==> src/rtl/core/mdm_pkg.sv <==
// Shared types, mode codes and widths for the multiply/divide/modulo unit.
package mdm_pkg;

    localparam int DATA_WIDTH = 32;
    localparam int MODE_WIDTH = 3;

    typedef logic [DATA_WIDTH-1:0] t_word;
    typedef logic [MODE_WIDTH-1:0] t_mode;

    // Operation codes carried in the mode field.
    localparam t_mode MODE_MUL  = 3'd0;
    localparam t_mode MODE_UDIV = 3'd1;
    localparam t_mode MODE_SDIV = 3'd2;
    localparam t_mode MODE_UMOD = 3'd3;
    localparam t_mode MODE_SMOD = 3'd4;

    // Which word the output stage returns.
    typedef logic [1:0] t_sel;
    localparam t_sel SEL_QUO  = 2'd0;
    localparam t_sel SEL_REM  = 2'd1;
    localparam t_sel SEL_ZERO = 2'd2;

    // Request state handed from cell to cell along the division chain.
    typedef struct packed {
        logic  is_div;  // cells perform a division step
        t_sel  sel;     // result selection at the output stage
        logic  neg_res; // negate the selected word
        logic  b_zero;  // divisor was zero
        t_word dvd;     // dividend bits, consumed from the top
        t_word dsr;     // divisor magnitude
        t_word rem;     // partial remainder
        t_word quo;     // quotient bits, or the product for multiply
    } t_div_data;

endpackage

==> src/rtl/core/mdm_post.sv <==
// Output stage: selects quotient, remainder or product and applies the sign.
module mdm_post (
    input  logic               i_clk,
    input  logic               i_rst_n,
    input  logic               i_valid,
    output logic               o_ready,
    input  mdm_pkg::t_div_data i_data,
    output logic               o_valid,
    input  logic               i_ready,
    output mdm_pkg::t_word     o_result_word
);
    import mdm_pkg::*;

    logic  r_valid;
    t_word r_word;
    t_word w_pick;
    t_word n_word;

    // Pick the word; a remainder by zero is zero.
    always_comb begin
        unique case (i_data.sel)
            SEL_QUO:  w_pick = i_data.quo;
            SEL_REM:  w_pick = i_data.b_zero ? '0 : i_data.rem;
            default:  w_pick = '0;
        endcase
        n_word = i_data.neg_res ? (~w_pick + t_word'(1)) : w_pick;
    end

    // Output register.
    assign o_ready = !r_valid || i_ready;

    always_ff @(posedge i_clk) begin
        if (!i_rst_n) begin
            r_valid <= 1'b0;
        end else if (o_ready) begin
            r_valid <= i_valid;
        end
    end

    always_ff @(posedge i_clk) begin
        if (o_ready && i_valid) begin
            r_word <= n_word;
        end
    end

    assign o_valid       = r_valid;
    assign o_result_word = r_word;

endmodule

==> config.mk <==
export PLATFORM = sky130hd
export DESIGN_NAME = mdm_post
export DESIGN_NICKNAME = d
export VERILOG_FILES = /design/src/rtl/core/mdm_pkg.sv /design/src/rtl/core/mdm_post.sv
export SDC_FILE = /design/constraint.sdc
export NUM_CORES = 1
export LEC_CHECK = 0
export ABC_CLOCK_PERIOD_IN_PS = 3000
export BUFFER_PORTS_ARGS = -buffer_cell sky130_fd_sc_hd__buf_2
export CAP_MARGIN = 20
export CELL_PAD_IN_SITES_DETAIL_PLACEMENT = 1
export CELL_PAD_IN_SITES_GLOBAL_PLACEMENT = 1
export CORE_MARGIN = 2
export CORE_UTILIZATION = 29
export CTS_CLUSTER_DIAMETER = 40
export DETAILED_ROUTE_END_ITERATION = 16
export PLACE_DENSITY = 0.79
export SYNTH_ARGS = -nofsm -noshare
export SYNTH_HDL_FRONTEND = slang
export SYNTH_SLANG_ARGS = --single-unit
export TNS_END_PERCENT = 20
==> constraint.sdc <==
create_clock -name i_clk -period 3 [get_ports i_clk]
set_input_delay 0.6 -clock i_clk [delete_from_list [all_inputs] [get_ports i_clk]]
set_output_delay 0.6 -clock i_clk [all_outputs]
set_load 0.01 [all_outputs]
# Yosys cells after proc, flatten, opt, wreduce, memory -nomap -nowiden

Index checks and enable logic that the tools add are counted.

Flip-flop bits (word level): 33
Input port bits: 137
Output and inout bits: 34
Logic and storage cells: 12

Add/subtract/negate cells: 1
Equality and inequality tests: 1
Multiplexer cells: 3
Bitwise logic cells: 1
Reductions and logical operators: 4

Operators by type and width:

| kind                                                            | count |
|---|---|
| 32-bit two-way mux                                              | 2 |
| 32-bit one-hot mux with 2 select lines                          | 1 |
| 32-bit by 1-bit adder with 32-bit output, second input constant | 1 |
| 32-bit inverter                                                 | 1 |
| 2-bit by 1-bit == test with 1-bit output, second input constant | 1 |
| 2-bit logical NOT                                               | 1 |
| 1-bit logical AND                                               | 1 |
| 1-bit logical NOT                                               | 1 |
| 1-bit logical OR                                                | 1 |

# Longest topological paths before layout

Depth in word-level cells: 5
Mapped depth: 10
Depth with buffers taken out: 7

# Least setup slack after synthesis

No wires, ideal clock.

Path type: input -> register
Start: input port i_data[131] (netlist bit)
End: register r_word[20], in the netlist o_result_word[20], data pin
Library setup time: 0.265 ns
Data arrival time: 2.499 ns
Data required time: 2.735 ns
Slack: 0.236 ns
Stages: 10
Buffers on the path: 3
Path through: buf_4 > nor2b_2 > buf_6 > clkbuf_1 > a32oi_1 > ha_1 > nand4_1 > or4_4 > o21ai_1 > xor2_1

Word-level cells in the longest chain between the ends: 5
Elaborated cells on any way between the ends: 6
Classes of those cells: add/sub: 1; eq/ne: 1; mux: 2; bitwise: 1; reduce/logical: 1

Ends and longest elaborated chain:

| what                                                                          | RTL line       | text |
|---|---|---|
| start, declared                                                               | mdm_post.sv:7  | `input mdm_pkg::t_div_data i_data,` |
| 2-bit by 1-bit == test with 1-bit output or 2-bit logical NOT (tied branches) | mdm_post.sv:21 | `unique case (i_data.sel)` |
| 32-bit one-hot mux with 2 select lines (*)                                    | mdm_post.sv:21 |  |
| 32-bit inverter                                                               | mdm_post.sv:26 | `n_word = i_data.neg_res ? (~w_pick + t_word'(1)) : w_pick;` |
| 32-bit by 1-bit adder with 32-bit output                                      | mdm_post.sv:26 |  |
| 32-bit two-way mux (*)                                                        | mdm_post.sv:26 |  |
| via n_word[20]                                                                | mdm_post.sv:17 | `t_word n_word;` |
| end signal, assigned                                                          | mdm_post.sv:42 | `r_word <= n_word;` |
| end, declared                                                                 | mdm_post.sv:15 | `t_word r_word;` |

The timed path passes the listed nets; every way through them passes the cells marked *.
A chain may end at the register's enable or synchronous reset.

# Worst setup path in the final report

Start: input port i_data[130] (netlist bit)
End: register r_word[20], in the netlist o_result_word[20], data pin

The elaborated chain is that of the path after synthesis.

==> impl_metrics.toml <==
[status]
outcome = "finished clean"

[finish]
areaGrowthSynthToFinish_pct = 36.3
final_common_cell = "buf_2"
multi_input_area_um2 = 1260
drive_gt1_share_pct = 46.8
seqCellArea_um2 = 981
layout_common_cells = "105 x buf_2, 32 x edfxtp_1, 20 x buf_4"
diodes = 0
postLayoutCellArea_um2 = 3210
nNetsFinal = 470
n_fill_cell = 920
fin_util_pct = 41.1

[floorplanning]
die_h_um = 94.1
num_rows = 32
die_area_um2 = 8850
core_area_um2 = 7810
start_util_pct = 30.1
fp.dieW_um = 94.1
io_pins = 171

[power_and_ir_drop]
p_leak_nw = 1.31
vdd_drop_max_v = 0.000139
seqPwrFrac_pct = 43.7
p_sw_share_pct = 31.3
p_clk_share_pct = 24.3
p_comb_share_pct = 32.0
power_density_nw_per_um2 = 411
p_int_w = 0.000906
switchingPower_w = 0.000412

[clock_network]
ctsResizeCount = 0
clock_tree.root_cell = "clkbuf_8"
h-tree-depth = 2
holdBufCountCts = 0
cts.sinks = 33
insertion_delay_ps = 290
cts_buffers = 5
cts_buffer_depth = 2
clk_pin_slew_worst_paths_ps = 70
cts_setup_buffers = 0
cts_tree = "built"

[synth]
synth_xor_area_share_pct = 11.2
synth.mux.area_fraction_pct = 0
ys_seq_elements = 33
synth-simple-area-share_pct = 18.0
syn_area_um2 = 2350
ys.flop_type = "edfxtp_1"
synth-edff-count = 32
netlist-cell-type-count = 54
synth-adder-area-share_pct = 0.532
synth_compound_area_share_pct = 23.8
ys_warn_count = 0
syn_inst = 210
ys_seq_area_share_pct = 41.7
synth_top_family_by_area = "compound AO/OA/AOI/OAI gates"
synth.avg_cell_area_um2 = 11.2
synth_top_cells_by_area = "edfxtp_1 41%, xnor2_1 6.0%, xor2_1 5.2%"
async_flop_share_pct = 0
synth_nets = 348
synth_top_area_cell = "edfxtp_1"
synth_top_area_share_pct = 40.9

[detailed_routing]
drt-initial-drc-count = 110
wire_per_inst_um = 16.8
wl_mm = 7.31
drc = 0
drtAntennaViolNets = 0
drt_pre_antenna_iters = 4
via_per_inst = 5.13
route.vias.total = 2231

[critical_path]
rr_startpoint = "o_valid"
cp-end-kind = "flip-flop"
worstSetupStartpoint = "i_data[130]"
crit_chain = "buf_2, nor2b_2, buf_12, a32oi_1, nand4_2, or4_4, o21ai_1, xor2_1"
cp-start-kind = "input pin"
crit_arrival_ps = 2640
critical_path_class = "input pin to flip-flop"
required_ps = 3040
slowest_stage = "or4_4"
slowest_delay_ps = 590
cp_max_fo = 19

[timing]
fin_ws_ps = 395
fin_worst_skew_ps = 4.93
finalMaxSlewViolations = 0
finalSetupTns_ps = 0
maxSlewHeadroom_pct = 68.0
fin_crit_ps = 2600
hold_viol = 0
max_freq_ghz = 0.384
fin_crit_sh_pct = 86.8
worst_slew_pin_slew_ps = 480
setup_viol = 0
whs_ps = 560
rsz0062_at_grt = "no"

[job]
cap_violations = 0

[min_path]
hold_class = "flip-flop to flip-flop"
worstHoldStart = "o_valid"

[placed_design]
hpwl_mm = 5.84
place.gp.congestion = 0.870
dp_slack_ps = 116
portBuffers = 105
placed_area_um2 = 3130

[grt]
antenna_found_initial = 0
grt-busiest-layer = "met2"
grt_pass1_vias = 2326
grt_pass1_wl_mm = 11.2
met1_usage_pct = 19.7
met2_usage_pct = 29.0
met3_usage_pct = 3.45
grt_overflow = 0
grt_max_degree = 33
grt.total_usage_pct = 16.5
-- sequential cells by signal (all words and copies together) (netlist names) --
| name | cells |
|---|---|
| o_result_word | 32 |
| o_valid | 1 |
-- metal layers --
layer,share of wire [%],vias to the layer above
met5,0,-
met4,1.2,0
met3,6.7,6
met2,51,78
met1,41,1071
li1,-,1076
-- worst max-delay path: cells and delay by family --
kind / cells / cell delay (ps)
xor gates and xnor gates: 1 / 90
AOI/OAI and AO/OA: 2 / 630
buffers and inverters: 2 / 270
and+or+nand+nor: 3 / 1040
-- layout make-up --
type	count	area share [%]
Tap cell	102	3.98
Clock buffer	5	2.15
Clock inverter	3	0.390
Multi-Input combinational cell	159	39.4
Sequential cell	33	30.6
Timing Repair Buffer	128	22.9
Inverter	5	0.585
-- logic make-up (layout without fill, tap and decap cells) --
logic type	count (synthesis)	after routing
xor gates and xnor gates	30	30
AOI/OAI and AO/OA	59	59
and+or+nand+nor	69	69
DFF	33	33
adders and majority gates	1	1
buffers and inverters	18	141
-- worst paths after layout --
check,to,slack (ps),cells after the start
min,o_valid,560,2
min reg2reg,o_valid,560,2
max,o_result_word[20],400,8
max reg2reg,o_result_word[28],1710,3
-- Yosys cell counts, types with 5 or more instances --
| master | count |
|---|---|
| a32oi_2 | 5 |
| a32oi_1 | 12 |
| edfxtp_1 | 32 |
| nand2_1 | 14 |
| nor2_1 | 5 |
| o21ai_1 | 9 |
| xor2_1 | 14 |
| xnor2_1 | 16 |
| nand3_1 | 11 |
-- power by group through the flow --
| stage | combinational (W) | clock [W] | sequential [W] |
|---|---|---|---|
| after floorplan | 0.000223 | 0 | 0.000612 |
| after global placement | 0.000411 | 0 | 0.000586 |
| after detailed placement | 0.000422 | 0 | 0.000587 |
| after CTS | 0.000425 | 0.000331 | 0.000577 |
| after global routing | 0.000460 | 0.000347 | 0.000580 |
| final | 0.000422 | 0.000320 | 0.000577 |
-- stage by stage --
stage	std cells	total power (W)
6_report	435	0.00132
5_1_grt	435	0.00139
4_1_cts	435	0.00133
3_5_place_dp	427	0.00101
3_3_place_gp	427	0.000996
2_1_floorplan	210	0.000835
(Power assumes the default switching activity.)
