**src/rtl/core/mdm_pkg.sv**
```systemverilog
// Shared types, mode codes and widths for the multiply/divide/modulo unit.
package mdm_pkg;

    localparam int DATA_WIDTH = 32;
    localparam int MODE_WIDTH = 3;

    typedef logic [DATA_WIDTH-1:0] t_word;
    typedef logic [MODE_WIDTH-1:0] t_mode;

    // Operation codes carried in the mode field.
    localparam t_mode MODE_MUL  = 3'd0;
    localparam t_mode MODE_UDIV = 3'd1;
    localparam t_mode MODE_SDIV = 3'd2;
    localparam t_mode MODE_UMOD = 3'd3;
    localparam t_mode MODE_SMOD = 3'd4;

    // Which word the output stage returns.
    typedef logic [1:0] t_sel;
    localparam t_sel SEL_QUO  = 2'd0;
    localparam t_sel SEL_REM  = 2'd1;
    localparam t_sel SEL_ZERO = 2'd2;

    // Request state handed from cell to cell along the division chain.
    typedef struct packed {
        logic  is_div;  // cells perform a division step
        t_sel  sel;     // result selection at the output stage
        logic  neg_res; // negate the selected word
        logic  b_zero;  // divisor was zero
        t_word dvd;     // dividend bits, consumed from the top
        t_word dsr;     // divisor magnitude
        t_word rem;     // partial remainder
        t_word quo;     // quotient bits, or the product for multiply
    } t_div_data;

endpackage

```
**src/rtl/core/mdm_prep.sv**
```systemverilog
// Front stage: decodes the mode, forms magnitudes and the product.
module mdm_prep (
    input  logic              i_clk,
    input  logic              i_rst_n,
    input  logic              i_valid,
    output logic              o_ready,
    input  mdm_pkg::t_mode    i_mode,
    input  mdm_pkg::t_word    i_operand_a,
    input  mdm_pkg::t_word    i_operand_b,
    output logic              o_valid,
    input  logic              i_ready,
    output mdm_pkg::t_div_data o_data
);
    import mdm_pkg::*;

    logic      r_valid;
    t_div_data r_data;
    t_div_data n_data;
    logic      w_na;
    logic      w_nb;
    t_word     w_ma;
    t_word     w_mb;
    t_word     w_prod;

    // Operand signs and wrapped magnitudes.
    assign w_na   = i_operand_a[DATA_WIDTH-1];
    assign w_nb   = i_operand_b[DATA_WIDTH-1];
    assign w_ma   = w_na ? (~i_operand_a + t_word'(1)) : i_operand_a;
    assign w_mb   = w_nb ? (~i_operand_b + t_word'(1)) : i_operand_b;
    assign w_prod = i_operand_a * i_operand_b;

    // Set up the request for the division chain.
    always_comb begin
        n_data         = '0;
        n_data.b_zero  = (i_operand_b == '0);
        unique case (i_mode)
            MODE_MUL: begin
                n_data.sel = SEL_QUO;
                n_data.quo = w_prod;
            end
            MODE_UDIV: begin
                n_data.is_div = 1'b1;
                n_data.sel    = SEL_QUO;
                n_data.dvd    = i_operand_a;
                n_data.dsr    = i_operand_b;
            end
            MODE_SDIV: begin
                n_data.is_div  = 1'b1;
                n_data.sel     = SEL_QUO;
                n_data.neg_res = w_na ^ w_nb;
                n_data.dvd     = w_ma;
                n_data.dsr     = w_mb;
            end
            MODE_UMOD: begin
                n_data.is_div = 1'b1;
                n_data.sel    = SEL_REM;
                n_data.dvd    = i_operand_a;
                n_data.dsr    = i_operand_b;
            end
            MODE_SMOD: begin
                n_data.is_div  = 1'b1;
                n_data.sel     = SEL_REM;
                n_data.neg_res = w_na;
                n_data.dvd     = w_ma;
                n_data.dsr     = w_mb;
            end
            default: begin
                n_data.sel = SEL_ZERO;
            end
        endcase
    end

    // Stage register with its own ready.
    assign o_ready = !r_valid || i_ready;

    always_ff @(posedge i_clk) begin
        if (!i_rst_n) begin
            r_valid <= 1'b0;
        end else if (o_ready) begin
            r_valid <= i_valid;
        end
    end

    always_ff @(posedge i_clk) begin
        if (o_ready && i_valid) begin
            r_data <= n_data;
        end
    end

    assign o_valid = r_valid;
    assign o_data  = r_data;

endmodule

```
**config.mk**
```make
export PLATFORM = sky130hd
export DESIGN_NAME = mdm_prep
export DESIGN_NICKNAME = d
export VERILOG_FILES = /design/src/rtl/core/mdm_pkg.sv /design/src/rtl/core/mdm_prep.sv
export SDC_FILE = /design/constraint.sdc
export NUM_CORES = 1
export LEC_CHECK = 0
export BUFFER_PORTS_ARGS = -buffer_cell sky130_fd_sc_hd__buf_2
export CAP_MARGIN = 30
export CORE_UTILIZATION = 49
export DETAILED_ROUTE_END_ITERATION = 8
export HOLD_SLACK_MARGIN = 0.06
export PLACE_DENSITY = 0.68
export SLEW_MARGIN = 5
export SYNTH_ARGS = -nofsm -noshare
export SYNTH_HDL_FRONTEND = slang
export SYNTH_SLANG_ARGS = --single-unit
```
**constraint.sdc**
```tcl
create_clock -name i_clk -period 12.7 [get_ports i_clk]
set_input_delay 1.27 -clock i_clk [delete_from_list [all_inputs] [get_ports i_clk]]
set_output_delay 1.27 -clock i_clk [all_outputs]
set_load 0.05 [all_outputs]
```
# --- After elaboration in Yosys (flattened, before gate mapping) ---
# Cells that the tools add are included.
word_totals:
  reg_bits: 102
  out_inout_bits: 135
classes:
  add_sub_neg: 2
  n_mul: 1
  n_eq_ne: 4
  muxes: 6
  bitwise_logic: 3
  reduce_logical: 10
op_table:
  columns: ["operator", "count"]
  rows:
  - ["one-hot mux 64 bit (2 select lines)", 1]
  - ["adder 32 x 1 -> 32 bit (second input constant)", 2]
  - ["two-way mux 32 bit", 2]
  - ["NOT 32 bit", 2]
  - ["zero test 32 bit", 1]
  - ["multiplier 32 x 32 -> 32 bit", 1]
  - ["== test 3 x 2 -> 1 bit (second input constant)", 2]
  - ["OR reduction 2 bit", 3]
  - ["one-hot mux 2 bit (2 select lines)", 1]
  - ["OR reduction 4 bit", 1]
  - ["== test 3 x 1 -> 1 bit (second input constant)", 1]
  - ["== test 3 bit (second input constant)", 1]
  - ["zero test 3 bit", 1]
  - ["OR reduction 3 bit", 1]
  - ["one-hot mux 1 bit (2 select lines)", 1]
  - ["logical AND 1 bit", 1]
  - ["zero test 1 bit", 1]
  - ["logical OR 1 bit", 1]
  - ["two-way mux 1 bit", 1]
  - ["bitwise XOR 1 bit", 1]

# --- Logic depth before layout (Yosys ltp) ---
# Gate-level depths: netlist (run 1).
depth:
  depth_word: 4
  ltp_mapped: 29
  ltp_nobuf: 27

# --- Worst setup path before layout (run 1) ---
# OpenSTA, ideal clock, no wires.
synth_path:
  kind: "input to register"
  startpoint: "input i_operand_a[15]"
  endpoint: "register r_data, in the netlist o_data[29], data pin"
  setup_ns: 0.269
  arrival_ns: 7.455
  setup_slack_ns: 4.976
  stages: 23
  path_buffers: 2
  path_cell_list: "clkbuf_1 -> clkbuf_1 -> nand2_1 -> fa_1 -> fa_1 -> inv_1 -> fa_1 -> inv_1 -> fa_1 -> inv_1 -> fa_1 -> fa_1 -> fa_1 -> fa_1 -> ha_1 -> a21oi_1 -> nor2_1 -> a2111oi_0 -> nand3_1 -> o21ai_1 -> a21boi_0 -> nor3_1 -> nor3_1"
synth_via:
  elab_chain_cells: 1
synth_lines:
  columns: ["element", "line_no", "text"]
  rows:
  - ["start: declaration", "mdm_prep.sv:8", "input mdm_pkg::t_word i_operand_a,"]
  - ["multiplier 32 x 32 -> 32 bit", "mdm_prep.sv:30", "assign w_prod = i_operand_a * i_operand_b;"]
  - ["end signal: assignment", "mdm_prep.sv:86", "r_data <= n_data;"]
  - ["end: declaration", "mdm_prep.sv:17", "t_div_data r_data;"]
# No other way between the ends.
# A chain may end at the register's enable or synchronous reset.

# --- Worst setup path after layout (run 1) ---
layout_path:
  startpoint: "input i_operand_b[6]"
  endpoint: "register r_data, in the netlist o_data[29], data pin"
layout_via:
  elab_chain_cells: 1
layout_lines:
  columns: ["element", "line_no", "text"]
  rows:
  - ["start: declaration", "mdm_prep.sv:9", "input mdm_pkg::t_word i_operand_b,"]
  - ["multiplier 32 x 32 -> 32 bit", "mdm_prep.sv:30", null]
# No other way between the ends.

==> out/metrics.cfg, run 1 <==
[global_route]
grt_util_all_layers = 0.283
grt_max_degree = 54
grt_overflow = 0
antenna_found_initial = 0
grt_pass1_vias = 17400
grt_pass1_wl_microns = 95600

[placement]
gp_congestion = 0.878
io_buffers = 173
hpwl_microns = 45000

[flow_run]
drv_cap = 0

[setup_path]
path_class = in2reg
critPathMaxFanout = 26
rrSetupSlack_ns = 10.60
crit_arrival_ns = 8.56
start_kind = primary input
cp-end-kind = register
worst_ep_required_time_ns = 12.83

[detailed_routing]
vias = 16400
wire_per_inst_microns = 20.1
viasPerCell = 5.53
drtPass1Iterations = 6
first_iter_violations = 1243
postRouteAntennaNets = 0
drcViolationCount = 0
wirelength_microns = 59800

[sta]
slew_viol_final = 0
period_share = 0.663
period_minus_slack_ns = 8.43
max_freq_ghz = 0.119
finalHoldViolCount = 0
rsz0062_at_grt = false
worstMarginPinSlew_ns = 0.955
hold_ws_ns = 0.537
skew_ns = 0.0132
setup-violations-final = 0
slew_headroom = 0.360
tns_ns = 0

[floorplan]
core_area_sq_um = 42400
fp.dieH_microns = 210
rows = 75
boundaryPins = 206
initial_core_util = 0.502
die-area_sq_um = 44300
fp.dieW_microns = 210

[layout]
syn_to_final_growth_pct = 5.93
final.fill_count = 3960
utilization = 0.532
nets = 2991
drive_gt1_frac = 0.0916
antenna_cells = 0

[clock_network]
cts.sinks = 102
cts_buffer_depth = 2
cts_buffers = 9
cts_max_level = 3
post-cts-setup-buffers = 0
cts_hold_buf = 0
insertion_delay_ns = 0.40
cts_tree = yes
root_buffer = clkbuf_16
ctsResizeCount = 0
clk_pin_slew_ns = 0.07

[run_status]
outcome = completed

[yosys]
synthFlopType = edfxtp_1
synthCells = 2342
yosysTopAreaCell = fa_1
synth-seq-cells = 102
synthTopCellsByCount = fa_1, inv_1, nand2_1, and2_1, clkbuf_1
synth_area_per_cell_sq_um = 9.09
yosysSeqAreaShare = 0.143
synth_edf_count = 101
async_flop_share = 0
synth.area.top_cells = fa_1, edfxtp_1, and2_1
synth_top_area_frac = 0.384
yosysMostFrequentCell = fa_1
synth_cell_types = 56
yosys_warnings = 0
synthesis.area_sq_um = 21300

[min_path]
holdCritPathClass = reg2reg

state kept, by name (all words and copies together), names as in the netlist:
| signal | flops |
|---|---|
| o_data | 101 |
| o_valid | 1 |
cell families (layout without fill, tap and decap cells):
kind of cell             Yosys count  in the layout  synth area share
AND/OR/NAND/NOR                  778            778             0.185
adder cells (fa/ha/maj)          533            533             0.457
AO/OA/AOI/OAI                    262            262            0.0717
buffers and inverters            588            607             0.110
flip-flops                       102            102             0.143
multiplexers                       1              1          0.000470
other                              1             32          0.000176
XOR/XNOR                          77             77            0.0323
cell type report:
cell class / instances / area, sq um / area share
Timing Repair Buffer: 184 / 948 / 0.0421
Clock buffer: 9 / 225 / 0.00999
Clock inverter: 7 / 55.1 / 0.00244
Inverter: 407 / 1530 / 0.0678
Tap cell: 577 / 722 / 0.0320
Multi-Input combinational cell: 1683 / 16000 / 0.710
Sequential cell: 102 / 3050 / 0.135
routing by layer:
layer	up-vias	GRT usage	wire length, microns
met2	697	0.461	29200
met3	119	0.0586	4770
met4	0	0.102	1710
met5	-	0	0
met1	8388	0.373	24200
li1	7202	-	-
critical path, cell delays in order:
cell	delay, ns
buf_2	0.46
inv_1	0.28
nor2_1	0.32
fa_1	0.51
fa_1	0.51
fa_1	0.52
inv_1	0.05
fa_1	0.47
inv_1	0.05
fa_1	0.48
fa_1	0.58
fa_1	0.43
fa_1	0.44
ha_1	0.42
nand4_1	0.15
nor2_1	0.43
nand2_1	0.10
a21oi_1	0.42
o21ai_1	0.17
a21boi_0	0.30
o21a_1	0.15
nor3_1	0.04
metrics by stage:
step / setup slack, ns / cell area (sq um) / instances
4_1_cts: 4.37 / 22500 / 2969
6_report: 4.27 / 22500 / 2969
2_1_floorplan: 4.98 / 21400 / 2373
3_3_place_gp: 4.08 / 22300 / 2953
5_1_grt: 3.99 / 22500 / 2969
3_5_place_dp: 3.96 / 22300 / 2953
worst paths after layout:
kind / startpoint / endpoint / cells after the start
setup / recovery: i_operand_b[6] / o_data[29] / 22
hold / removal: o_valid / o_valid / 2
setup reg to reg: o_valid / o_data[20] / 3
hold reg to reg: o_valid / o_valid / 2
cells in the final DEF, fill, tap and decap left out, drive strengths merged, types with 35 or more instances in the layout:
master,instances
and2,280
nand2,298
fa,408
a21oi,75
buf,184
xnor2,54
or3,35
o21ai,114
ha,125
inv,410
nor2,68
edfxtp,101
Power of run 1 is not shown: default switching activity piles up to over one toggle a cycle in this logic, so the estimate is an artifact.
==> run 2: changes to the inputs <==
--- a/config.mk
+++ b/config.mk
@@ -10,7 +10,7 @@
 export CORE_UTILIZATION = 49
 export DETAILED_ROUTE_END_ITERATION = 8
 export HOLD_SLACK_MARGIN = 0.06
-export PLACE_DENSITY = 0.68
+export PLACE_DENSITY = 0.71
 export SLEW_MARGIN = 5
 export SYNTH_ARGS = -nofsm -noshare
 export SYNTH_HDL_FRONTEND = slang
==> constraint.sdc (replaced) <==
create_clock -name i_clk -period 7.1 [get_ports i_clk]
set_input_delay 0.71 -clock i_clk [delete_from_list [all_inputs] [get_ports i_clk]]
set_output_delay 0.71 -clock i_clk [all_outputs]
set_load 0.05 [all_outputs]
==> out/metrics.cfg, run 2 (synthesis results as in run 1) <==
[run_status]
outcome = completed

[global_route]
grt_use_met1 = 0.415  ; +0.0420
grt_util_all_layers = 0.311  ; +0.0286
antenna_found_initial = 6  ; +6
grt_pass1_vias = 18400  ; +5.8%
grt_overflow = 0  ; unchanged
grt_use_met2 = 0.489  ; +0.0287
grt_max_degree = 59  ; +9.3%
grt_pass1_wl_microns = 103000  ; +8.2%
busiest_layer = met2
grtUsageMet3 = 0.0611  ; +0.00253

[setup_path]
slowest_stage = fa_1
cp-end-kind = register
crit_arrival_ns = 7.09  ; -1.47 ns
path_class = in2reg
r2r-start = o_valid
max_stage_delay_ns = 0.54  ; -0.04 ns
worst_ep_required_time_ns = 7.26  ; -5.57 ns
rrSetupSlack_ns = 4.96  ; -5.64 ns
rr_endpoint = o_data[28]
critPathMaxFanout = 9  ; -65%
reg2reg_depth = 3  ; unchanged
start_kind = primary input
cp_common_cell = fa_1

[clock_network]
clk_pin_slew_ns = 0.10  ; +0.03 ns
cts_max_level = 3  ; unchanged
root_buffer = clkbuf_16
insertion_delay_ns = 0.41  ; about the same
cts_tree = yes
cts.sinks = 102  ; unchanged
cts_buffers = 9  ; unchanged
cts_buffer_depth = 2  ; unchanged

[layout]
fin_area_sq_um = 24300  ; +8.0%
drive_gt1_frac = 0.170  ; +0.0780
final.fill_count = 3743  ; -5.5%
nets = 3194  ; +6.8%
final_cell_mix = inv_1, fa_1, nand2_1
final_common_cell = inv_1
syn_to_final_growth_pct = 14.4
largest_register_ffs = 101  ; unchanged

[detailed_routing]
wire_per_inst_microns = 20.7  ; +2.5%
vias = 17400  ; +6.3%
drtPass1Iterations = 7  ; +1
wirelength_microns = 65700  ; +9.8%
postRouteAntennaNets = 0  ; unchanged
drcViolationCount = 0  ; unchanged
first_iter_violations = 1428  ; +15%
viasPerCell = 5.49  ; -0.72%

[min_path]
holdCritPathClass = reg2reg
hold_path.startpoint = o_valid
hold_path_end = o_valid
hold_depth = 2  ; unchanged

[floorplan]
rows = 75  ; unchanged
fp.dieH_microns = 210  ; unchanged
initial_core_util = 0.502  ; unchanged
die-area_sq_um = 44300  ; unchanged
fp.dieW_microns = 210  ; unchanged
boundaryPins = 206  ; unchanged
core_area_sq_um = 42400  ; unchanged

[placement]
io_buffers = 173  ; unchanged
gp_congestion = 0.992  ; +13%
placed_cell_area_sq_um = 23900  ; +7.3%
hpwl_microns = 54600  ; +21%

[sta]
period_share = 0.975
setup-violations-final = 0  ; unchanged
worstMarginPinSlew_ns = 0.847  ; -0.109 ns
slew_viol_final = 0  ; unchanged
period_minus_slack_ns = 6.93
max_freq_ghz = 0.144
rsz0062_at_grt = true
slew_headroom = 0.436  ; +0.0754
finalHoldViolCount = 0  ; unchanged
skew_ns = 0.0154  ; +0.00220 ns

[flow_run]
drv_cap = 0  ; unchanged

-- run 2: cell types whose count changed in the layout (fill, tap and decap cells not counted), moves of 4 or more --
cell,previous run,this run
buf_12,0,8
a21oi_2,2,6
a21oi_1,73,69
clkbuf_4,0,12
buf_4,11,206
diode_2,0,8
buf_2,173,161
-- run 2: area by class of cell --
cell class,count,area [sq um],share of cell area
clock inverters,7,83.8,0.00344
inverters,407,1530,0.0628
flip-flops and latches,102,3050,0.125
repair buffers,387,2600,0.107
multi-input cells,1683,16100,0.662
diodes,8,20.0,0.000822
well taps,577,722,0.0297
clock buffers,9,225,0.00925
-- run 2: worst max-delay path by stage --
stage                   start    endpoint  cells after the start
6_report       i_operand_b[6]  o_data[31]                     25
5_1_grt        i_operand_b[2]  o_data[30]                     22
4_1_cts        i_operand_b[6]  o_data[30]                     24
2_1_floorplan  i_operand_b[7]  o_data[30]                     23
3_3_place_gp   i_operand_b[6]  o_data[31]                     25
3_5_place_dp   i_operand_b[6]  o_data[30]                     24
-- run 2: worst max-delay path: cells and delay by family --
kind | cells | cell delay [ns]
AO/OA/AOI/OAI | 4 | 0.86
XOR/XNOR | 1 | 0.16
adder cells (fa/ha/maj) | 9 | 4.22
buffers and inverters | 7 | 0.74
AND/OR/NAND/NOR | 4 | 0.39
-- run 2: per-layer routing --
metal  part of all wire  vias up
met2               0.47      837
met4              0.048        0
met1               0.40     8806
li1                   -     7620
met3              0.087      182
met5                  0        -
-- run 2: through the flow --
step	setup TNS (ns)	setup WS (ns)	hold slack [ns]	utilization	cells
finish	0	0.174	0.555	0.574	3180
global route	-0.0767	-0.0305	0.567	0.574	3178
CTS	0	0.0923	0.548	0.571	3172
detailed placement	-2.37	-0.337	0.542	0.563	3156
global placement	-1.85	-0.374	0.507	0.563	3156
floorplan	0	0.00763	0.849	-	2373
-- run 2: repair_timing --
item / 4_1_cts / 5_1_grt
hold buffers: 0 / 0
gates resized for setup: 0 / 33
hold endpoints to repair: 0 / 0
endpoints found under the setup margin: 0 / 9
buffers inserted: 0 / 0
Power of run 2 is left out for the same reason.
