**src/rtl/core/mdm_pkg.sv**
```systemverilog
// Shared types, mode codes and widths for the multiply/divide/modulo unit.
package mdm_pkg;

    localparam int DATA_WIDTH = 32;
    localparam int MODE_WIDTH = 3;

    typedef logic [DATA_WIDTH-1:0] t_word;
    typedef logic [MODE_WIDTH-1:0] t_mode;

    // Operation codes carried in the mode field.
    localparam t_mode MODE_MUL  = 3'd0;
    localparam t_mode MODE_UDIV = 3'd1;
    localparam t_mode MODE_SDIV = 3'd2;
    localparam t_mode MODE_UMOD = 3'd3;
    localparam t_mode MODE_SMOD = 3'd4;

    // Which word the output stage returns.
    typedef logic [1:0] t_sel;
    localparam t_sel SEL_QUO  = 2'd0;
    localparam t_sel SEL_REM  = 2'd1;
    localparam t_sel SEL_ZERO = 2'd2;

    // Request state handed from cell to cell along the division chain.
    typedef struct packed {
        logic  is_div;  // cells perform a division step
        t_sel  sel;     // result selection at the output stage
        logic  neg_res; // negate the selected word
        logic  b_zero;  // divisor was zero
        t_word dvd;     // dividend bits, consumed from the top
        t_word dsr;     // divisor magnitude
        t_word rem;     // partial remainder
        t_word quo;     // quotient bits, or the product for multiply
    } t_div_data;

endpackage

```
**src/rtl/core/mdm_div_cell.sv**
```systemverilog
// One restoring division step with its stage register.
module mdm_div_cell (
    input  logic               i_clk,
    input  logic               i_rst_n,
    input  logic               i_valid,
    output logic               o_ready,
    input  mdm_pkg::t_div_data i_data,
    output logic               o_valid,
    input  logic               i_ready,
    output mdm_pkg::t_div_data o_data
);
    import mdm_pkg::*;

    logic      r_valid;
    t_div_data r_data;
    t_div_data n_data;
    t_word     w_shift;
    logic      w_carry;
    logic      w_take;

    // Shift in the next dividend bit and subtract the divisor when it fits.
    assign w_carry = i_data.rem[DATA_WIDTH-1];
    assign w_shift = {i_data.rem[DATA_WIDTH-2:0], i_data.dvd[DATA_WIDTH-1]};
    assign w_take  = w_carry || (w_shift >= i_data.dsr);

    always_comb begin
        n_data = i_data;
        if (i_data.is_div) begin
            n_data.rem = w_take ? (w_shift - i_data.dsr) : w_shift;
            n_data.quo = {i_data.quo[DATA_WIDTH-2:0], w_take};
            n_data.dvd = {i_data.dvd[DATA_WIDTH-2:0], 1'b0};
        end
    end

    // Stage register; it moves whenever it is empty or its neighbor takes it.
    assign o_ready = !r_valid || i_ready;

    always_ff @(posedge i_clk) begin
        if (!i_rst_n) begin
            r_valid <= 1'b0;
        end else if (o_ready) begin
            r_valid <= i_valid;
        end
    end

    always_ff @(posedge i_clk) begin
        if (o_ready && i_valid) begin
            r_data <= n_data;
        end
    end

    assign o_valid = r_valid;
    assign o_data  = r_data;

endmodule

```
**config.mk**
```make
export PLATFORM = sky130hd
export DESIGN_NAME = mdm_div_cell
export DESIGN_NICKNAME = d
export VERILOG_FILES = /design/src/rtl/core/mdm_pkg.sv /design/src/rtl/core/mdm_div_cell.sv
export SDC_FILE = /design/constraint.sdc
export NUM_CORES = 1
export LEC_CHECK = 0
export BUFFER_PORTS_ARGS = -buffer_cell sky130_fd_sc_hd__buf_2
export CORE_MARGIN = 2
export CORE_UTILIZATION = 45
export CTS_CLUSTER_DIAMETER = 100
export DETAILED_ROUTE_END_ITERATION = 6
export PLACE_DENSITY = 0.77
export SYNTH_ARGS = -nofsm -noshare
export SYNTH_HDL_FRONTEND = slang
export SYNTH_SLANG_ARGS = --single-unit
```
**constraint.sdc**
```tcl
create_clock -name i_clk -period 3.9 [get_ports i_clk]
set_input_delay 0.39 -clock i_clk [delete_from_list [all_inputs] [get_ports i_clk]]
set_output_delay 0.39 -clock i_clk [all_outputs]
set_load 0.01 [all_outputs]
```
-- Yosys cells after proc, flatten, opt, wreduce, memory -nomap -nowiden
Cells that the tools add are included.
Widths: inputs -> output; s select.
- register bits: 134
- input bits: 137
- output and inout port bits: 135
- logic and storage cells: 19
- add/sub/neg operators: 1
- order comparisons: 1
- mux-type cells: 3
- reduce and logical (&&, ||, !) cells: 4
- operators with widths (operator ; number):
    $mux 32 ; 2
    $mux 64 ; 1
    $ge 32x32->1 ; 1
    $sub 32x32->32 ; 1
    $logic_or 1x1->1 ; 2
    $logic_and 1x1->1 ; 1
    $logic_not 1->1 ; 1

-- Longest topological paths before layout
Gate-level depths: netlist of run 1.
- word-level depth: 4
- mapped depth: 13
- gate-level depth less buffers: 11

-- Worst setup path after synthesis of run 1
OpenSTA, ideal clock, no wires.
- path kind: in2reg
- start point: in i_ready
- end point: reg r_data (netlist bit o_data[0]) (enable)
- library setup time: 0.509 ns
- arrival time: 3.657 ns
- path slack: -0.265 ns
- stages on the path: 2
- path through: nand2b_1 > and2_1
- cells in the longest elaborated chain, start to end: 2
- ends and longest elaborated chain (what ; RTL line ; RTL):
    start, declared ; mdm_div_cell.sv:9 ; input logic i_ready,
    $logic_or 1x1->1 ; mdm_div_cell.sv:36 ; assign o_ready = !r_valid || i_ready;
    $logic_and 1x1->1 ; mdm_div_cell.sv:47 ; if (o_ready && i_valid) begin
    end signal, assigned ; mdm_div_cell.sv:48 ; r_data <= n_data;
    end, declared ; mdm_div_cell.sv:15 ; t_div_data r_data;
No other way between the ends.
A chain may end at the register's enable or synchronous reset.

==> results of run 1 <==
metrics by stage:
| stage | instances | total power [mW] | hold WS (ns) |
|---|---|---|---|
| 2_1_floorplan | 613 | 2.258 | 0.4889 |
| 3_3_place_gp | 1084 | 2.538 | 0.5166 |
| 3_5_place_dp | 1084 | 2.551 | 0.5356 |
| 4_1_cts | 1116 | 4.085 | 0.1236 |
| 5_1_grt | 1116 | 4.225 | 0.1288 |
| 6_report | 1117 | 4.046 | 0.1446 |
sequential cells by signal, summed over array words and instances, names as in the netlist:
register,cells
o_data,133
o_valid,1
routing by layer:
| metal | up-vias | wire length [um] | global-route usage, % |
|---|---|---|---|
| li1 | 2867 | - | - |
| met1 | 2790 | 7848 | 26.25 |
| met2 | 246 | 9871 | 38.89 |
| met3 | 31 | 1253 | 5.980 |
| met4 | 0 | 435 | 7.971 |
| met5 | - | 0 | 0 |
cell usage after synthesis (5+ instances only):
| cell type | count |
|---|---|
| o21ai_0 | 30 |
| mux2i_1 | 8 |
| o21bai_1 | 6 |
| nor2_1 | 42 |
| nand2_1 | 46 |
| nand3_1 | 10 |
| a21oi_1 | 35 |
| inv_1 | 41 |
| xnor2_1 | 9 |
| clkbuf_1 | 16 |
| and2_1 | 8 |
| ha_1 | 32 |
| xor2_1 | 11 |
| a2bb2oi_1 | 8 |
| mux2_2 | 61 |
| nand2b_1 | 5 |
| nor2b_1 | 6 |
| a21o_1 | 8 |
| edfxtp_1 | 133 |
| a31oi_1 | 17 |
final cells by class:
class	count	share of cell area (%)
Antenna cell	1	0.02637
Clock buffer	17	4.483
Clock inverter	15	1.411
Inverter	42	1.661
Multi-Input combinational cell	414	32.14
Sequential cell	134	42.29
Tap cell	216	2.848
Timing Repair Buffer	278	15.14
cells by family after synthesis:
logic type	Yosys count	synth area share, %
adders and majority gates	33	5.739
xor gates and xnor gates	20	2.391
buffers and inverters	65	3.604
DFF	134	54.79
muxes	70	10.62
and+or+nand+nor	147	9.735
AOI/OAI and AO/OA	144	13.12
worst min-delay path by stage:
stage	from	end	slack, ns	cells after the start
floorplan	i_data[128]	o_data[128]	0.49	0
global placement	o_valid	o_valid	0.52	2
global route	i_data[130]	o_data[130]	0.13	1
detailed placement	o_valid	o_valid	0.54	2
finish	i_data[131]	o_data[131]	0.14	1
CTS	i_data[131]	o_data[131]	0.12	1
where the power goes:
part | switching (mW) | internal [mW] | leakage (nW) | total [mW]
clock | 0.684 | 0.841 | 0.269 | 1.52
combinational | 0.440 | 0.338 | 2.59 | 0.778
sequential | 0.0241 | 1.72 | 1.29 | 1.74
critical path: stages:
cell      delay, ns
buf_2          0.11
ha_1           0.37
a211oi_2       0.25
o21bai_1       0.15
o31a_1         0.28
a31o_1         0.27
a2111o_1       0.48
or2_1          0.26
buf_4          0.23
o31a_1         0.26
o211a_1        0.12
==> flow_summary.toml, run 1 <==
[floorplan]
core_area_um2 = 15890
die_w_um = 131.6
num_rows = 46
start_util_pct = 46.12
ios = 272
die_h_um = 131.6
fp.dieArea_um2 = 17320

[placed_design]
io_buffers = 271
place_area_um2 = 8929
preCtsSetupSlack_ns = 0.5029
gp_congestion = 0.8901
dpl.hpwl_um = 14720

[cells_and_area]
final_area_um2 = 9490
multi_input_area_um2 = 3050
seqCellArea_um2 = 4014
syn2layout_area_growth_pct = 29.55
drive_gt1_share_pct = 42.00
mostFrequentLayoutCell = "buf_2"
final_util_pct = 59.74
fillerInstances = 1355
mostFrequentLayoutCells = "buf_2 (270), edfxtp_1 (133), mux2_2 (61)"
fin_nets = 1057

[sta]
hold_viol = 0
slew_headroom_pct = 43.18
layout_min_cycle_time_ns = 3.007
rsz0062_at_grt = "false"
fmax_mhz = 332.5
finalSetupViolations = 0
finalWorstSetupSlack_ns = 0.8928
maxSlewViolCount = 0
period_share_pct = 77.11
worst_slew_pin_slew_ns = 0.8523
tns_ns = 0
clock_skew_ns = 0.006644

[clock_tree]
cts-root-buf = "clkbuf_16"
htreeDepth = 4
cts.path.max_buffers = 2
clk_pin_slew_worst_paths_ns = 0.06
cts_hold_buf = 0
clkSinkCount = 134
cts_resized = 0
cts_setup_buffers = 0
insertion_delay_ns = 0.42
cts_tree = "done"
numCtsBuffers = 17

[setup_path]
reg2reg_depth = 3
cp-end-kind = "flip-flop"
startpoint = "i_data[48]"
r2r-start = "o_valid"
reg2reg_to = "o_data[43]"
r2r_slack_ns = 2.00
required_ns = 4.07
crit_fanout = 20
endpoint = "o_data[59]"
critical_path_arrival_ns = 3.18
worst_setup_path_start_kind = "input pin"
crit_type = "in2reg"

[job]
maxCapViolations = 0

[synth]
netlist.area_leader.share_pct = 54.52
syn_inst = 613
synth_area_leaders = "edfxtp_1 (55%), mux2_2 (9.4%), ha_1 (5.5%)"
synth_area_per_cell_um2 = 11.95
yosys_warnings = 0
synth_area_um2 = 7326
synth_edf_count = 133
async_flop_share_pct = 0
synth_top_area_cell = "edfxtp_1"
syn_nets = 783
ys_seq_elements = 134
synthFlopType = "edfxtp_1"
synthDistinctLibCells = 64
ys_seq_area_share_pct = 54.79

[grt]
grt_pass1_vias = 5710
grt_pass1_wl_um = 30080
grt_max_degree = 88
grt_overflow_total = 0
grt_antenna_before_repair = 1
track_usage_pct = 22.22

[route]
vias = 5934
drc = 0
routedWlPerCell_um = 17.38
drt_iter0_markers = 389
via_per_inst = 5.312
routed_wl_um = 19410
ant_nets = 0
drt_first_pass_iters = 5

[power_and_ir_drop]
ir_worst_vdd_mv = 0.2969
leakage_nw = 4.153
powerDensity_nw_per_um2 = 426.3

[worst_hold_path]
hold_class = "in2reg"

[outcome]
outcome = "finished clean"
Power figures use the tool's default switching activity.
==> run 2: changes to the inputs <==
Settings changed: CORE_UTILIZATION 45 to 50, PLACE_DENSITY 0.77 to 0.81.
Clock period 3.9 ns to 3.1 ns, I/O delays scaled along.
==> run 2 against run 1 <==
Sequential share of layout area down 1.2 points. Non-clock buffer count grew 43. Largest power group unchanged. Die area decreased by 9.7%. Clock skew is 0.00078 ns lower. Critical path type unchanged. Power increased by 28%. Worst hold slack got worse by 0.080 ns. Global-route usage increased by 2.8 points. Final cell count grew 0.90%. Utilization grew 8.0 points. Combinational power increased by 35%. Register-to-register slack got worse by 0.59 ns.
==> flow_summary.toml, run 2 (same netlist as run 1, synthesis figures left out) <==
[grt]
grt_pass1_wl_um = 30820
grt_antenna_before_repair = 0
grt_overflow_total = 0
grt_most_used_layer = "met2"
grt_util_met2_pct = 44.88
grt_max_degree = 79
gr-usage-met1_pct = 29.70
grtUsageMet3_pct = 5.991
track_usage_pct = 25.07
grt_pass1_vias = 6045

[floorplan]
fp.dieArea_um2 = 15640
num_rows = 44
die_h_um = 125.0
ios = 272
die_w_um = 125.0
start_util_pct = 50.79
core_area_um2 = 14420

[power_and_ir_drop]
ir_worst_vdd_mv = 0.3524
comb_power_share_pct = 20.4
powerDensity_nw_per_um2 = 527.8
leakage_nw = 4.362
power.internal_mw = 3.696
seq_power_share_pct = 42.6
pwr-share-clk_pct = 37.0
swShare_pct = 28.37
switchingPower_mw = 1.464

[placed_design]
gp_congestion = 0.9696
place_area_um2 = 9211
dpl.hpwl_um = 14970
io_buffers = 271

[job]
maxCapViolations = 0

[sta]
worst_slew_pin_slew_ns = 0.5258
fmax_mhz = 362.0
layout_min_cycle_time_ns = 2.763
period_share_pct = 89.12
slew_headroom_pct = 64.04
clock_skew_ns = 0.005860
finalSetupViolations = 0
rsz0062_at_grt = "false"
hold_viol = 0
maxSlewViolCount = 0

[setup_path]
path_delay_family = "simple AND/OR/NAND/NOR gates"
reg2reg_depth = 3
cp-end-kind = "flip-flop"
worst_path_largest_cell_delay_ns = 0.49
crit_fanout = 6
path_buf_inv = 2
r2r_slack_ns = 1.41
critical_path_arrival_ns = 2.92
reg2reg_to = "o_data[71]"
required_ns = 3.25
slowest_stage = "or4_1"
r2r-start = "o_valid"
worst_setup_path_start_kind = "input pin"
crit_type = "in2reg"
cp_cell_sequence = "buf_2 > inv_1 > ha_1 > and3_1 > and3b_1 > or4_1 > o21bai_1 > a31oi_1 > or4_1 > a31oi_1 > a21oi_1"

[route]
via_per_inst = 5.480
drt_iter0_markers = 536
drt_first_pass_iters = 6
routedWlPerCell_um = 17.40
ant_nets = 0
drc = 0
vias = 6176
routed_wl_um = 19610

[cells_and_area]
fillerInstances = 1087
multi_input_area_um2 = 3050
diodes = 0
largest_reg_flops = 133
fin_nets = 1100
syn2layout_area_growth_pct = 33.44
mostFrequentLayoutCells = "buf_2 (270), edfxtp_1 (133), mux2_2 (61)"
seqCellArea_um2 = 4014
final_area_um2 = 9776
mostFrequentLayoutCell = "buf_2"
drive_gt1_share_pct = 44.64
final_util_pct = 67.77

[clock_tree]
cts_setup_buffers = 0
cts.path.max_buffers = 2
insertion_delay_ns = 0.42
numCtsBuffers = 17
htreeDepth = 4
cts_resized = 0
clk_pin_slew_worst_paths_ns = 0.06
cts_tree = "done"
cts_hold_buf = 0
clkSinkCount = 134
cts-root-buf = "clkbuf_16"

[worst_hold_path]
worst_hold_path.endpoint = "o_data[128]"
min_from = "i_data[128]"
whs_path_depth = 1
hold_class = "in2reg"

[outcome]
outcome = "finished clean"
==> run 2: worst reg2reg max path, delay by kind of cell (launching register included) <==
| family | cells | cell delay, ns |
|---|---|---|
| buffers and inverters | 1 | 0.49 |
| DFF | 1 | 0.31 |
| and+or+nand+nor | 2 | 0.50 |
==> run 2: final cells by class <==
type	count	share of cell area, %
sequential	134	41.06
multi-input combinational	414	31.20
timing repair buffer	321	18.00
clock buffer	17	4.352
tap	184	2.355
inverter	42	1.613
clock inverter	15	1.421
==> run 2: metal layers <==
| metal | wire [um] | part of all wire, % | up-vias |
|---|---|---|---|
| met5 | 0 | 0 | - |
| met4 | 537 | 2.7 | 0 |
| met3 | 1174 | 6.0 | 39 |
| met2 | 10250 | 52 | 240 |
| met1 | 7651 | 39 | 2939 |
| li1 | - | - | 2958 |
==> run 2: per-stage QoR <==
stage	power, mW	setup WS [ns]	hold WS [ns]	TNS [ns]	instances
finish	5.160	0.3372	0.06453	0	1127
global placement	3.256	0.03449	0.4927	0	1095
detailed placement	3.277	-0.06272	0.4940	-0.07468	1095
CTS	5.188	0.3665	0.05144	0	1127
global route	5.390	0.1749	0.04135	0	1127
floorplan	2.841	0.1653	0.4089	0	613
==> run 2: worst max path at each step <==
stage	from	end	slack, ns	cells past startpoint
5_1_grt	i_data[73]	o_data[51]	0.17	13
3_3_place_gp	i_data[40]	o_data[63]	0.03	10
6_report	i_data[73]	o_data[63]	0.34	11
2_1_floorplan	i_data[81]	o_data[63]	0.17	12
3_5_place_dp	i_data[73]	o_data[51]	-0.06	13
4_1_cts	i_data[73]	o_data[51]	0.37	13
==> run 2: power groups by stage <==
stage | sequential, mW | combinational, mW | clock, mW
after CTS | 2.20 | 1.05 | 1.94
after detailed placement | 2.24 | 1.04 | 0
after global routing | 2.21 | 1.15 | 2.03
after floorplan | 2.31 | 0.530 | 0
final | 2.20 | 1.05 | 1.91
after global placement | 2.23 | 1.02 | 0
==> run 3: changes to the inputs <==
Settings changed: CORE_MARGIN 2 to default, CORE_UTILIZATION 50 to 54, PLACE_DENSITY 0.81 to 0.86.
Clock period 3.1 ns to 3.2 ns, I/O delays scaled along.
==> run 3 against run 2 <==
Non-clock buffer count decreased by 19. Combinational power decreased by 5%. Critical path depth unchanged. Cell area decreased by 1.3%. Worst hold slack improved by 0.013 ns. Global-route usage increased by 3.4 points. Final cell count decreased by 2.3%. Utilization increased by 5.1 points. Flip-flop and latch count unchanged. Power decreased by 2.3%. Setup slack improved by 0.088 ns. Sequential power decreased by 3%. Critical path type unchanged. Critical endpoint is now o_data[59]. Largest power group unchanged. Highest routed layer is now met5.
==> flow_summary.toml, run 3 (same netlist as run 1, synthesis figures left out) <==
[setup_path]
cp-end-kind = "flip-flop"
path_delay_family = "compound AO/OA/AOI/OAI gates"
worst_setup_path_start_kind = "input pin"
required_ns = 3.37
crit_type = "in2reg"
crit_top_cell = "o31a_1"
critical_path_arrival_ns = 2.95
cp_cell_sequence = "buf_2 > ha_1 > a211oi_2 > o21bai_1 > o31a_1 > a31o_1 > a2111o_1 > or2_1 > buf_12 > o31a_1 > o211a_1"
crit_fanout = 8
worst_path_largest_cell_delay_ns = 0.43
slowest_stage = "a2111o_1"
path_buf_inv = 2

[clock_tree]
htreeDepth = 4
cts.path.max_buffers = 2
clk_pin_slew_worst_paths_ns = 0.06
cts_tree = "done"
numCtsBuffers = 17
cts_setup_buffers = 0
cts-root-buf = "clkbuf_16"
cts_hold_buf = 0
clkSinkCount = 134
cts_resized = 0
insertion_delay_ns = 0.42

[sta]
worst_slew_pin_slew_ns = 0.6543
layout_min_cycle_time_ns = 2.774
period_share_pct = 86.70
clock_skew_ns = 0.005706
maxSlewViolCount = 0
fmax_mhz = 360.4
finalSetupViolations = 0
tns_ns = 0
slew_headroom_pct = 56.38
rsz0062_at_grt = "false"
hold_viol = 0

[worst_hold_path]
hold_class = "in2reg"

[outcome]
outcome = "finished clean"

[floorplan]
ios = 272
start_util_pct = 55.32
die_h_um = 118.5
fp.dieArea_um2 = 14040
die_w_um = 118.5
core_area_um2 = 13240
num_rows = 42

[grt]
grt_antenna_before_repair = 2
track_usage_pct = 28.43
grt_pass1_vias = 6056
grt_pass1_wl_um = 30570
grt_max_degree = 89
grt_overflow_total = 0

[route]
highest_layer = "met5"
vias = 6125
routedWlPerCell_um = 17.79
met2_length_um = 10000
drc = 0
dr_wl_met3_um = 1466
drt_first_pass_iters = 5
drt_iter0_markers = 559
via_per_inst = 5.563
ant_nets = 0
routed_wl_um = 19590
wl_met1_um = 7467

[power_and_ir_drop]
leakage_nw = 4.281
powerDensity_nw_per_um2 = 522.1
ir_worst_vdd_mv = 0.2781

[cells_and_area]
fillerInstances = 958
seqCellArea_um2 = 4014
largest_reg_flops = 133
stdcell_count = 1101
drive_gt1_share_pct = 43.40
fin_nets = 1081
mostFrequentLayoutCells = "buf_2 (270), edfxtp_1 (133), mux2_2 (61)"
multi_input_area_um2 = 3050
mostFrequentLayoutCell = "buf_2"
syn2layout_area_growth_pct = 31.77
final_area_um2 = 9653

[placed_design]
gp_congestion = 0.9527
place_area_um2 = 9071
place_inst = 1068
io_buffers = 271
dpl.hpwl_um = 14700

[job]
maxCapViolations = 0
run 3: cell types whose count changed in the layout (fill, tap and decap cells not counted):
cell,change
buf_4,-20
inv_8,-3
bufinv_16,+2
clkinv_2,+2
buf_12,+1
clkbuf_1,+1
clkinv_8,-1
diode_2,+1
inv_6,-1
run 3: power by group:
| part | internal [mW] | switching [mW] | total [mW] | leakage (nW) |
|---|---|---|---|---|
| clock network | 1.15 | 0.760 | 1.91 | 0.277 |
| registers | 2.10 | 0.0331 | 2.13 | 1.29 |
| logic | 0.442 | 0.557 | 0.999 | 2.71 |
| total | 3.69 | 1.35 | 5.04 | 4.28 |
run 3: area by class of cell:
cell class	instances	area share (%)
timing repair buffer	302	16.88
inverter	42	1.633
clock buffer	18	4.446
tap	176	2.281
clock inverter	14	1.555
multi-input combinational	414	31.60
antenna	1	0.02592
sequential	134	41.58
run 3: metal layers:
layer  up-vias  track usage, %
met4         2           12.74
met3        45           7.722
met5         -               0
met2       288           49.34
li1       2918               -
met1      2872           32.83
run 3: path summary, 6_finish.rpt:
check	start	endpoint	slack (ns)	depth (start not counted)
max	i_data[48]	o_data[59]	0.43	11
min	i_data[128]	o_data[128]	0.08	1
min reg2reg	o_valid	o_valid	0.57	2
max reg2reg	o_valid	o_data[34]	1.68	3
run 3: metrics by stage:
| stage | setup slack, ns | total power [mW] | util [%] | hold slack [ns] |
|---|---|---|---|---|
| after global routing | 0.1599 | 5.247 | 72.89 | 0.05820 |
| after CTS | 0.4298 | 5.058 | 72.87 | 0.06385 |
| final | 0.4256 | 5.040 | 72.89 | 0.07795 |
| after global placement | 0.08668 | 3.124 | 68.50 | 0.4984 |
| after detailed placement | -0.01794 | 3.150 | 68.50 | 0.5066 |
| after floorplan | 0.2553 | 2.752 | - | 0.4189 |
